--- config.mk ---
export PLATFORM = sky130hd
export DESIGN_NAME = packed_date_to_calendar
export DESIGN_NICKNAME = d
export VERILOG_FILES = /design/src/hdl/pdc_pkg.sv /design/src/hdl/packed_date_to_calendar.sv
export SDC_FILE = /design/constraint.sdc
export NUM_CORES = 2
export LEC_CHECK = 0
export BUFFER_PORTS_ARGS = -buffer_cell sky130_fd_sc_hd__buf_2
export CELL_PAD_IN_SITES_DETAIL_PLACEMENT = 1
export CELL_PAD_IN_SITES_GLOBAL_PLACEMENT = 1
export CORE_MARGIN = 1
export CORE_UTILIZATION = 50
export CTS_BUF_LIST = sky130_fd_sc_hd__clkbuf_2 sky130_fd_sc_hd__clkbuf_4 sky130_fd_sc_hd__clkbuf_8
export CTS_CLUSTER_DIAMETER = 100
export DETAILED_ROUTE_END_ITERATION = 8
export GPL_TIMING_DRIVEN = 0
export PLACE_DENSITY_LB_ADDON = 0.08
export SYNTH_ARGS = -nofsm -noshare
export SYNTH_HDL_FRONTEND = slang
export SYNTH_SLANG_ARGS = --single-unit
--- constraint.sdc ---
create_clock -name clk_i -period 19.3 [get_ports clk_i]
set_input_delay 1.93 -clock clk_i [delete_from_list [all_inputs] [get_ports clk_i]]
set_output_delay 1.93 -clock clk_i [all_outputs]
set_load 0.005 [all_outputs]
--- src/hdl/pdc_pkg.sv ---
// Constants, types and the month table of the packed date converter.
// No dependencies; used by the converter and by its checker.
`timescale 1ns / 1ps
`default_nettype none

package pdc_pkg;

  // Calendar arithmetic.
  localparam logic [63:0] DAYS_PER_ERA     = 64'd146097;
  localparam logic [63:0] DAYS_JAN_TO_MAR  = 64'd60;   // 1 Jan year 0 to 1 Mar year 0
  // Eras added so that the shifted day count is never negative.
  localparam logic [63:0] ERA_BIAS         = 64'd14700;
  localparam logic [33:0] Z_BIAS           = 34'(ERA_BIAS * DAYS_PER_ERA - DAYS_JAN_TO_MAR);
  localparam logic [63:0] DAYS_PER_4Y      = 64'd1460;
  localparam logic [63:0] DAYS_PER_CENT    = 64'd36524;
  localparam logic [63:0] DAYS_PER_YEAR    = 64'd365;
  localparam logic [63:0] YEARS_PER_ERA    = 64'd400;
  localparam logic [63:0] DAYS_PER_5MONTHS = 64'd153;

  localparam logic [16:0] SECONDS_PER_DAY  = 17'd86400;
  localparam logic [63:0] SECONDS_PER_HOUR = 64'd3600;
  localparam logic [63:0] SECONDS_PER_MIN  = 64'd60;

  // Reciprocals. The era one is a floor estimate that may come out one low;
  // the others are rounded up with enough shift to be exact over their input range.
  localparam int          ERA_SHIFT  = 33;
  localparam logic [15:0] ERA_RECIP  = 16'((64'd1 << ERA_SHIFT) / DAYS_PER_ERA);
  localparam int          D4Y_SHIFT  = 29;
  localparam logic [18:0] D4Y_RECIP  =
    19'(((64'd1 << D4Y_SHIFT) + DAYS_PER_4Y - 64'd1) / DAYS_PER_4Y);
  localparam int          YR_SHIFT   = 27;
  localparam logic [18:0] YR_RECIP   =
    19'(((64'd1 << YR_SHIFT) + DAYS_PER_YEAR - 64'd1) / DAYS_PER_YEAR);
  localparam int          M5_SHIFT   = 19;
  localparam logic [11:0] M5_RECIP   =
    12'(((64'd1 << M5_SHIFT) + DAYS_PER_5MONTHS - 64'd1) / DAYS_PER_5MONTHS);
  localparam int          HR_SHIFT   = 29;
  localparam logic [17:0] HR_RECIP   =
    18'(((64'd1 << HR_SHIFT) + SECONDS_PER_HOUR - 64'd1) / SECONDS_PER_HOUR);
  localparam int          MIN_SHIFT  = 18;
  localparam logic [12:0] MIN_RECIP  =
    13'(((64'd1 << MIN_SHIFT) + SECONDS_PER_MIN - 64'd1) / SECONDS_PER_MIN);

  // Legal result ranges.
  localparam logic [3:0] MONTH_MIN   = 4'd1;
  localparam logic [3:0] MONTH_MAX   = 4'd12;
  localparam logic [4:0] DAY_MIN     = 5'd1;
  localparam logic [4:0] DAY_MAX     = 5'd31;
  localparam logic [4:0] HOUR_MAX    = 5'd23;
  localparam logic [5:0] MINUTE_MAX  = 6'd59;
  localparam logic [5:0] SECOND_MAX  = 6'd59;

  typedef struct packed {
    logic [4:0] hours;
    logic [5:0] minutes;
    logic [5:0] seconds;
  } tm_t;

  // Day of the March-based year on which each month starts.
  function automatic logic [8:0] month_start(input logic [3:0] mp);
    logic [8:0] start;
    unique case (mp)
      4'd0:    start = 9'd0;
      4'd1:    start = 9'd31;
      4'd2:    start = 9'd61;
      4'd3:    start = 9'd92;
      4'd4:    start = 9'd122;
      4'd5:    start = 9'd153;
      4'd6:    start = 9'd184;
      4'd7:    start = 9'd214;
      4'd8:    start = 9'd245;
      4'd9:    start = 9'd275;
      4'd10:   start = 9'd306;
      4'd11:   start = 9'd337;
      default: start = 9'd0;
    endcase
    return start;
  endfunction

endpackage

`default_nettype wire

--- src/hdl/packed_date_to_calendar.sv ---
// Packed timestamp to calendar date and time of day, nine-stage pipeline.
// Depends on pdc_pkg for constants, the time struct and the month table.
`timescale 1ns / 1ps
`default_nettype none

// Takes one packed timestamp per cycle while in_stall_o is low (signed day
// count since 1 January of year 0, plus a 32-bit fraction of a day) and
// returns the proleptic Gregorian year, month and day together with hours,
// minutes and truncated seconds. Each request passes through the pipeline
// stages in order, one stage per constant multiply or compare-and-subtract.
// Each stage holds its data while the stage after it is full and stalled, so
// empty stages still fill behind a stalled result and nothing is lost.
module packed_date_to_calendar (
  input  wire logic               clk_i,
  input  wire logic               rst_ni,
  input  wire logic               in_valid_i,
  output logic                    in_stall_o,
  input  wire logic signed [31:0] day_count_i,
  input  wire logic        [31:0] day_fraction_i,
  output logic                    out_valid_o,
  input  wire logic               out_stall_i,
  output logic signed [23:0]      year_o,
  output logic        [3:0]       month_o,
  output logic        [4:0]       day_of_month_o,
  output logic        [4:0]       hours_o,
  output logic        [5:0]       minutes_o,
  output logic        [5:0]       seconds_o
);

  localparam int NumStages = 9;

  // Stage handshake.
  logic [NumStages:1] v_q;
  logic [NumStages:1] rdy;
  logic [NumStages-1:0] v_in;

  always_comb begin
    rdy[NumStages] = !v_q[NumStages] || !out_stall_i;
    for (int k = NumStages - 1; k >= 1; k--) begin
      rdy[k] = !v_q[k] || rdy[k+1];
    end
  end

  assign v_in       = {v_q[NumStages-1:1], in_valid_i};
  assign in_stall_o = !rdy[1];

  always_ff @(posedge clk_i or negedge rst_ni) begin
    if (!rst_ni) begin
      v_q <= '0;
    end else begin
      for (int k = 1; k <= NumStages; k++) begin
        if (rdy[k]) begin
          v_q[k] <= v_in[k-1];
        end
      end
    end
  end

  // Stage 1: shift to days since 1 March, biased positive; seconds of the day.
  logic [33:0] zsum;
  logic [48:0] sprod;
  logic [32:0] zb1_q;
  logic [16:0] secs1_q;

  assign zsum  = {{2{day_count_i[31]}}, day_count_i} + pdc_pkg::Z_BIAS;
  assign sprod = 49'(day_fraction_i) * 49'(pdc_pkg::SECONDS_PER_DAY);

  // Stage 2: era estimate; hours.
  logic [48:0] eprod;
  logic [34:0] hprod;
  logic [32:0] zb2_q;
  logic [14:0] q2_q;
  logic [16:0] secs2_q;
  logic [4:0]  hrs2_q;

  assign eprod = 49'(zb1_q) * 49'(pdc_pkg::ERA_RECIP);
  assign hprod = 35'(secs1_q) * 35'(pdc_pkg::HR_RECIP);

  // Stage 3: remainder against the era estimate; seconds within the hour.
  logic [32:0] qd;
  logic [32:0] rdiff;
  logic [16:0] hsecs;
  logic [16:0] hrem;
  logic [18:0] r3_q;
  logic [14:0] q3_q;
  logic [4:0]  hrs3_q;
  logic [11:0] rem3_q;

  assign qd    = 33'(q2_q) * 33'(pdc_pkg::DAYS_PER_ERA);
  assign rdiff = zb2_q - qd;
  assign hsecs = 17'(hrs2_q) * 17'(pdc_pkg::SECONDS_PER_HOUR);
  assign hrem  = secs2_q - hsecs;

  // Stage 4: correct the era; minutes.
  logic        r_over;
  logic [18:0] r_fix;
  logic [14:0] q_fix;
  logic [24:0] mprod;
  logic [17:0] doe4_q;
  logic [15:0] era4_q;
  logic [4:0]  hrs4_q;
  logic [11:0] rem4_q;
  logic [5:0]  min4_q;

  assign r_over = r3_q >= 19'(pdc_pkg::DAYS_PER_ERA);
  assign r_fix  = r_over ? r3_q - 19'(pdc_pkg::DAYS_PER_ERA) : r3_q;
  assign q_fix  = r_over ? q3_q + 15'd1 : q3_q;
  assign mprod  = 25'(rem3_q) * 25'(pdc_pkg::MIN_RECIP);

  // Stage 5: leap-corrected day of era; seconds.
  logic [36:0] d4prod;
  logic [2:0]  cent_cnt;
  logic        last_day;
  logic [11:0] msecs;
  logic [11:0] srem;
  logic [17:0] n5_q;
  logic [17:0] doe5_q;
  logic [15:0] era5_q;
  pdc_pkg::tm_t tm5_q;

  assign d4prod   = 37'(doe4_q) * 37'(pdc_pkg::D4Y_RECIP);
  // Whole centuries in the era, found by compare since there are at most four.
  assign cent_cnt = 3'(doe4_q >= 18'(pdc_pkg::DAYS_PER_CENT))
                  + 3'(doe4_q >= 18'(pdc_pkg::DAYS_PER_CENT * 64'd2))
                  + 3'(doe4_q >= 18'(pdc_pkg::DAYS_PER_CENT * 64'd3))
                  + 3'(doe4_q >= 18'(pdc_pkg::DAYS_PER_CENT * 64'd4));
  assign last_day = doe4_q == 18'(pdc_pkg::DAYS_PER_ERA - 64'd1);
  assign msecs    = 12'(min4_q) * 12'(pdc_pkg::SECONDS_PER_MIN);
  assign srem     = rem4_q - msecs;

  // Stage 6: year of era; first year of the era.
  logic [36:0] yprod;
  logic [8:0]  yoe6_q;
  logic [23:0] y4006_q;
  logic [17:0] doe6_q;
  pdc_pkg::tm_t tm6_q;

  assign yprod = 37'(n5_q) * 37'(pdc_pkg::YR_RECIP);

  // Stage 7: day of the March-based year; year.
  logic [1:0]  yc_cnt;
  logic [17:0] ydays;
  logic [17:0] doy_full;
  logic [8:0]  doy7_q;
  logic [23:0] y7_q;
  pdc_pkg::tm_t tm7_q;

  assign yc_cnt   = 2'(yoe6_q >= 9'd100) + 2'(yoe6_q >= 9'd200) + 2'(yoe6_q >= 9'd300);
  assign ydays    = 18'(yoe6_q) * 18'(pdc_pkg::DAYS_PER_YEAR)
                  + 18'(yoe6_q[8:2]) - 18'(yc_cnt);
  assign doy_full = doe6_q - ydays;

  // Stage 8: March-based month.
  logic [10:0] mp_num;
  logic [22:0] mpprod;
  logic [3:0]  mp8_q;
  logic [8:0]  doy8_q;
  logic [23:0] y8_q;
  pdc_pkg::tm_t tm8_q;

  assign mp_num = ({2'b00, doy7_q} << 2) + 11'(doy7_q) + 11'd2;
  assign mpprod = 23'(mp_num) * 23'(pdc_pkg::M5_RECIP);

  // Stage 9: output register.
  logic [8:0]  dom_full;
  logic [3:0]  month_d;
  logic [23:0] year_d;
  logic [23:0] year_q;
  logic [3:0]  month_q;
  logic [4:0]  dom_q;
  pdc_pkg::tm_t tm9_q;

  assign dom_full = doy8_q - pdc_pkg::month_start(mp8_q) + 9'd1;
  // January and February belong to the next calendar year.
  assign month_d  = (mp8_q < 4'd10) ? mp8_q + 4'd3 : mp8_q - 4'd9;
  assign year_d   = (month_d <= 4'd2) ? y8_q + 24'd1 : y8_q;

  always_ff @(posedge clk_i) begin
    if (rdy[1]) begin
      zb1_q   <= zsum[32:0];
      secs1_q <= sprod[48:32];
    end
    if (rdy[2]) begin
      zb2_q   <= zb1_q;
      q2_q    <= eprod[47:33];
      secs2_q <= secs1_q;
      hrs2_q  <= hprod[33:29];
    end
    if (rdy[3]) begin
      r3_q   <= rdiff[18:0];
      q3_q   <= q2_q;
      hrs3_q <= hrs2_q;
      rem3_q <= hrem[11:0];
    end
    if (rdy[4]) begin
      doe4_q <= r_fix[17:0];
      era4_q <= 16'(q_fix) - 16'(pdc_pkg::ERA_BIAS);
      hrs4_q <= hrs3_q;
      rem4_q <= rem3_q;
      min4_q <= mprod[23:18];
    end
    if (rdy[5]) begin
      n5_q          <= doe4_q - 18'(d4prod[35:29]) + 18'(cent_cnt) - 18'(last_day);
      doe5_q        <= doe4_q;
      era5_q        <= era4_q;
      tm5_q.hours   <= hrs4_q;
      tm5_q.minutes <= min4_q;
      tm5_q.seconds <= srem[5:0];
    end
    if (rdy[6]) begin
      yoe6_q  <= yprod[35:27];
      y4006_q <= {{8{era5_q[15]}}, era5_q} * 24'(pdc_pkg::YEARS_PER_ERA);
      doe6_q  <= doe5_q;
      tm6_q   <= tm5_q;
    end
    if (rdy[7]) begin
      doy7_q <= doy_full[8:0];
      y7_q   <= y4006_q + 24'(yoe6_q);
      tm7_q  <= tm6_q;
    end
    if (rdy[8]) begin
      mp8_q  <= mpprod[22:19];
      doy8_q <= doy7_q;
      y8_q   <= y7_q;
      tm8_q  <= tm7_q;
    end
    if (rdy[9]) begin
      year_q  <= year_d;
      month_q <= month_d;
      dom_q   <= dom_full[4:0];
      tm9_q   <= tm8_q;
    end
  end

  assign out_valid_o    = v_q[NumStages];
  assign year_o         = $signed(year_q);
  assign month_o        = month_q;
  assign day_of_month_o = dom_q;
  assign hours_o        = tm9_q.hours;
  assign minutes_o      = tm9_q.minutes;
  assign seconds_o      = tm9_q.seconds;

endmodule

`default_nettype wire

==> flow_summary.json <==
{
  "status": "finished clean",
  "seq_area_mm2": 0.01438,
  "routedWlPerCell_um": 17.82,
  "area_growth_pct": 8.371,
  "cts_max_level": 3,
  "yosys_warnings": 0,
  "io_buffer_count": 119,
  "grt_max_degree": 53,
  "multi_input_area_mm2": 0.03662,
  "dieArea_mm2": 0.1127,
  "min_path_type": "reg -> reg",
  "r2r_slack_ns": 8.43,
  "final_util_pct": 54.58,
  "crit_type": "reg -> reg",
  "period_share_pct": 56.30,
  "rr_worst_depth": 34,
  "syn_nets": 6751,
  "fmax_ghz": 0.09202,
  "end_kind": "register",
  "dp.cells": 6423,
  "via_count": 33380,
  "cts_buffers": 91,
  "slew_headroom_pct": 23.90,
  "max_cap_violations": 0,
  "first_pass_iters": 5,
  "fin_crit_ns": 10.87,
  "yosys.cell_types.count": 86,
  "finalSetupViolations": 0,
  "drc": 0,
  "avgSynthCellArea_um2": 11.58,
  "synth_edf_count": 468,
  "critPathSlowestCell": "edfxtp_1",
  "netlist.area_leader.share_pct": 26.19,
  "grt_pass1_vias": 38180,
  "drive_above_1_share_pct": 6.464,
  "timing.rr.end": "n5_q[17]",
  "clock_latency_ns": 0.77,
  "n_fill_cell": 11720,
  "syn-cell-area_mm2": 0.05566,
  "drt_iter0_drc": 781,
  "cts_resized": 0,
  "startpoint": "doe4_q[5]",
  "worstSetupStartpointType": "register",
  "final_hold_viol_count": 0,
  "cts_hold_buf": 0,
  "synth_common_cells": "inv_1, ha_1, fa_1",
  "critPathArrivalTime_ns": 11.37,
  "core_area_mm2": 0.1105,
  "gp_congestion": 0.8257,
  "asyncSetResetFlopFracSynth_pct": 1.867,
  "grt_antenna_before_repair": 1,
  "min-delay-start": "tm5_q[14]",
  "dp_hpwl_mm": 100.8,
  "cts_sinks": 482,
  "synth_area_leaders": "ha_1, fa_1, edfxtp_1, inv_1, xnor2_1",
  "synth_top_flop_cell": "edfxtp_1",
  "critPathMaxStageDelay_ns": 0.87,
  "yosysMostFrequentCell": "inv_1",
  "r2r_start": "doe4_q[5]",
  "viasPerCell": 5.062,
  "ys_ff_latch": 482,
  "synth_top_area_cell": "ha_1",
  "ys_seq_area_share_pct": 25.83,
  "crit_fanout": 12,
  "wirelength_mm": 117.5,
  "clock_tree.buffer_depth": 3,
  "critPathRequiredTime_ns": 19.80,
  "synthCells": 4808,
  "path_clk_slew_ns": 0.06,
  "dieWidth_um": 335.7,
  "fin_cells": 6594,
  "cts_setup_buffers": 0,
  "fin_tns_setup_ns": 0,
  "tritoncts": "done",
  "final_nets": 6971,
  "io_pins": 120,
  "gr-usage-all-layers_pct": 22.08,
  "whs_endpoint": "tm6_q[14]",
  "overflow": 0,
  "min_path_cells": 0,
  "drv_slew": 0,
  "die_y_um": 335.7,
  "tightest_slew_ns": 1.113,
  "row_count": 122,
  "fin_skew_ns": 0.05630,
  "root_buffer": "clkbuf_8",
  "start_util_pct": 50.36,
  "rsz0062_at_grt": "false",
  "grt_pass1_wl_mm": 196.0,
  "ant_nets": 0
}
[stage by stage]
step,hold WS [ns],setup WS (ns),area [um^2]
after floorplan,0.4003,10.01,55660
after global placement,0.4006,6.906,58120
after detailed placement,0.4052,8.252,58330
after CTS,0.3660,8.242,60320
after global routing,0.3724,7.795,60320
final,0.3754,8.433,60320
[worst max-delay path by stage]
stage / slack [ns] / cells past startpoint / to
3_5_place_dp: 8.25 / 34 / n5_q[17]
2_1_floorplan: 10.01 / 8 / in_stall_o
5_1_grt: 7.79 / 34 / n5_q[17]
6_report: 8.43 / 34 / n5_q[17]
3_3_place_gp: 6.91 / 10 / in_stall_o
4_1_cts: 8.24 / 34 / n5_q[17]
[flip-flops by register name (all words and copies together) (netlist names), 16 cells and up, named ones only]
register  flops
y7_q         24
tm8_q        17
tm7_q        17
secs1_q      17
y8_q         24
doe4_q       18
r3_q         19
n5_q         18
zb1_q        33
era5_q       16
year_o       24
zb2_q        19
era4_q       16
tm6_q        17
y4006_q      20
tm5_q        17
[cells by family (layout without fill, tap and decap cells)]
logic type	Yosys count	after routing	synth area share, %
mux	6	6	0.1236
fa+ha+maj	1876	1876	51.74
compound gates	409	409	4.952
xor+xnor	293	293	4.624
other cells	0	1	0
buf+inv	1252	1549	8.457
simple gates	490	490	4.269
flops	482	482	25.83
[layout make-up]
| class | instances | share of cell area, % |
|---|---|---|
| Antenna cell | 1 | 0.004149 |
| Buffer | 10 | 0.07467 |
| Clock buffer | 114 | 2.363 |
| Clock inverter | 56 | 0.9396 |
| Inverter | 1242 | 7.729 |
| Multi-Input combinational cell | 3074 | 60.70 |
| Sequential cell | 482 | 23.84 |
| Tap cell | 1488 | 3.087 |
| Timing Repair Buffer | 127 | 1.265 |
[layer usage]
metal | track usage (%) | up-vias | wire length (um)
met5 | 0 | - | 0
met4 | 6.422 | 0 | 3299
met3 | 2.091 | 170 | 2196
met2 | 41.38 | 304 | 61890
met1 | 26.61 | 16820 | 50110
li1 | - | 16080 | -
[worst max-delay path: cells and delay by family, from the launching register on]
family,cells,cell delay [ns]
and+or+nand+nor,3,0.73
adders and majority gates,10,4.42
DFF,1,0.87
xor gates and xnor gates,1,0.35
buffers and inverters,8,0.74
AOI/OAI and AO/OA,12,3.47
[cells in the final DEF, fill, tap and decap left out, types with 24 or more instances in the layout]
cell type,instances
o21bai_1,30
inv_1,1240
edfxtp_1,468
nor2_1,122
a21oi_1,125
nand3_1,52
nor3_1,36
buf_2,119
fa_1,710
nand2b_1,26
nand2_1,124
a21o_1,49
and3_1,24
clkbuf_8,91
xnor2_1,210
xor2_1,82
ha_1,1165
o21ai_0,65
Power is left out: the tool's default activity adds up to more than one toggle a clock period on the data nets, which glitch-free logic cannot reach.
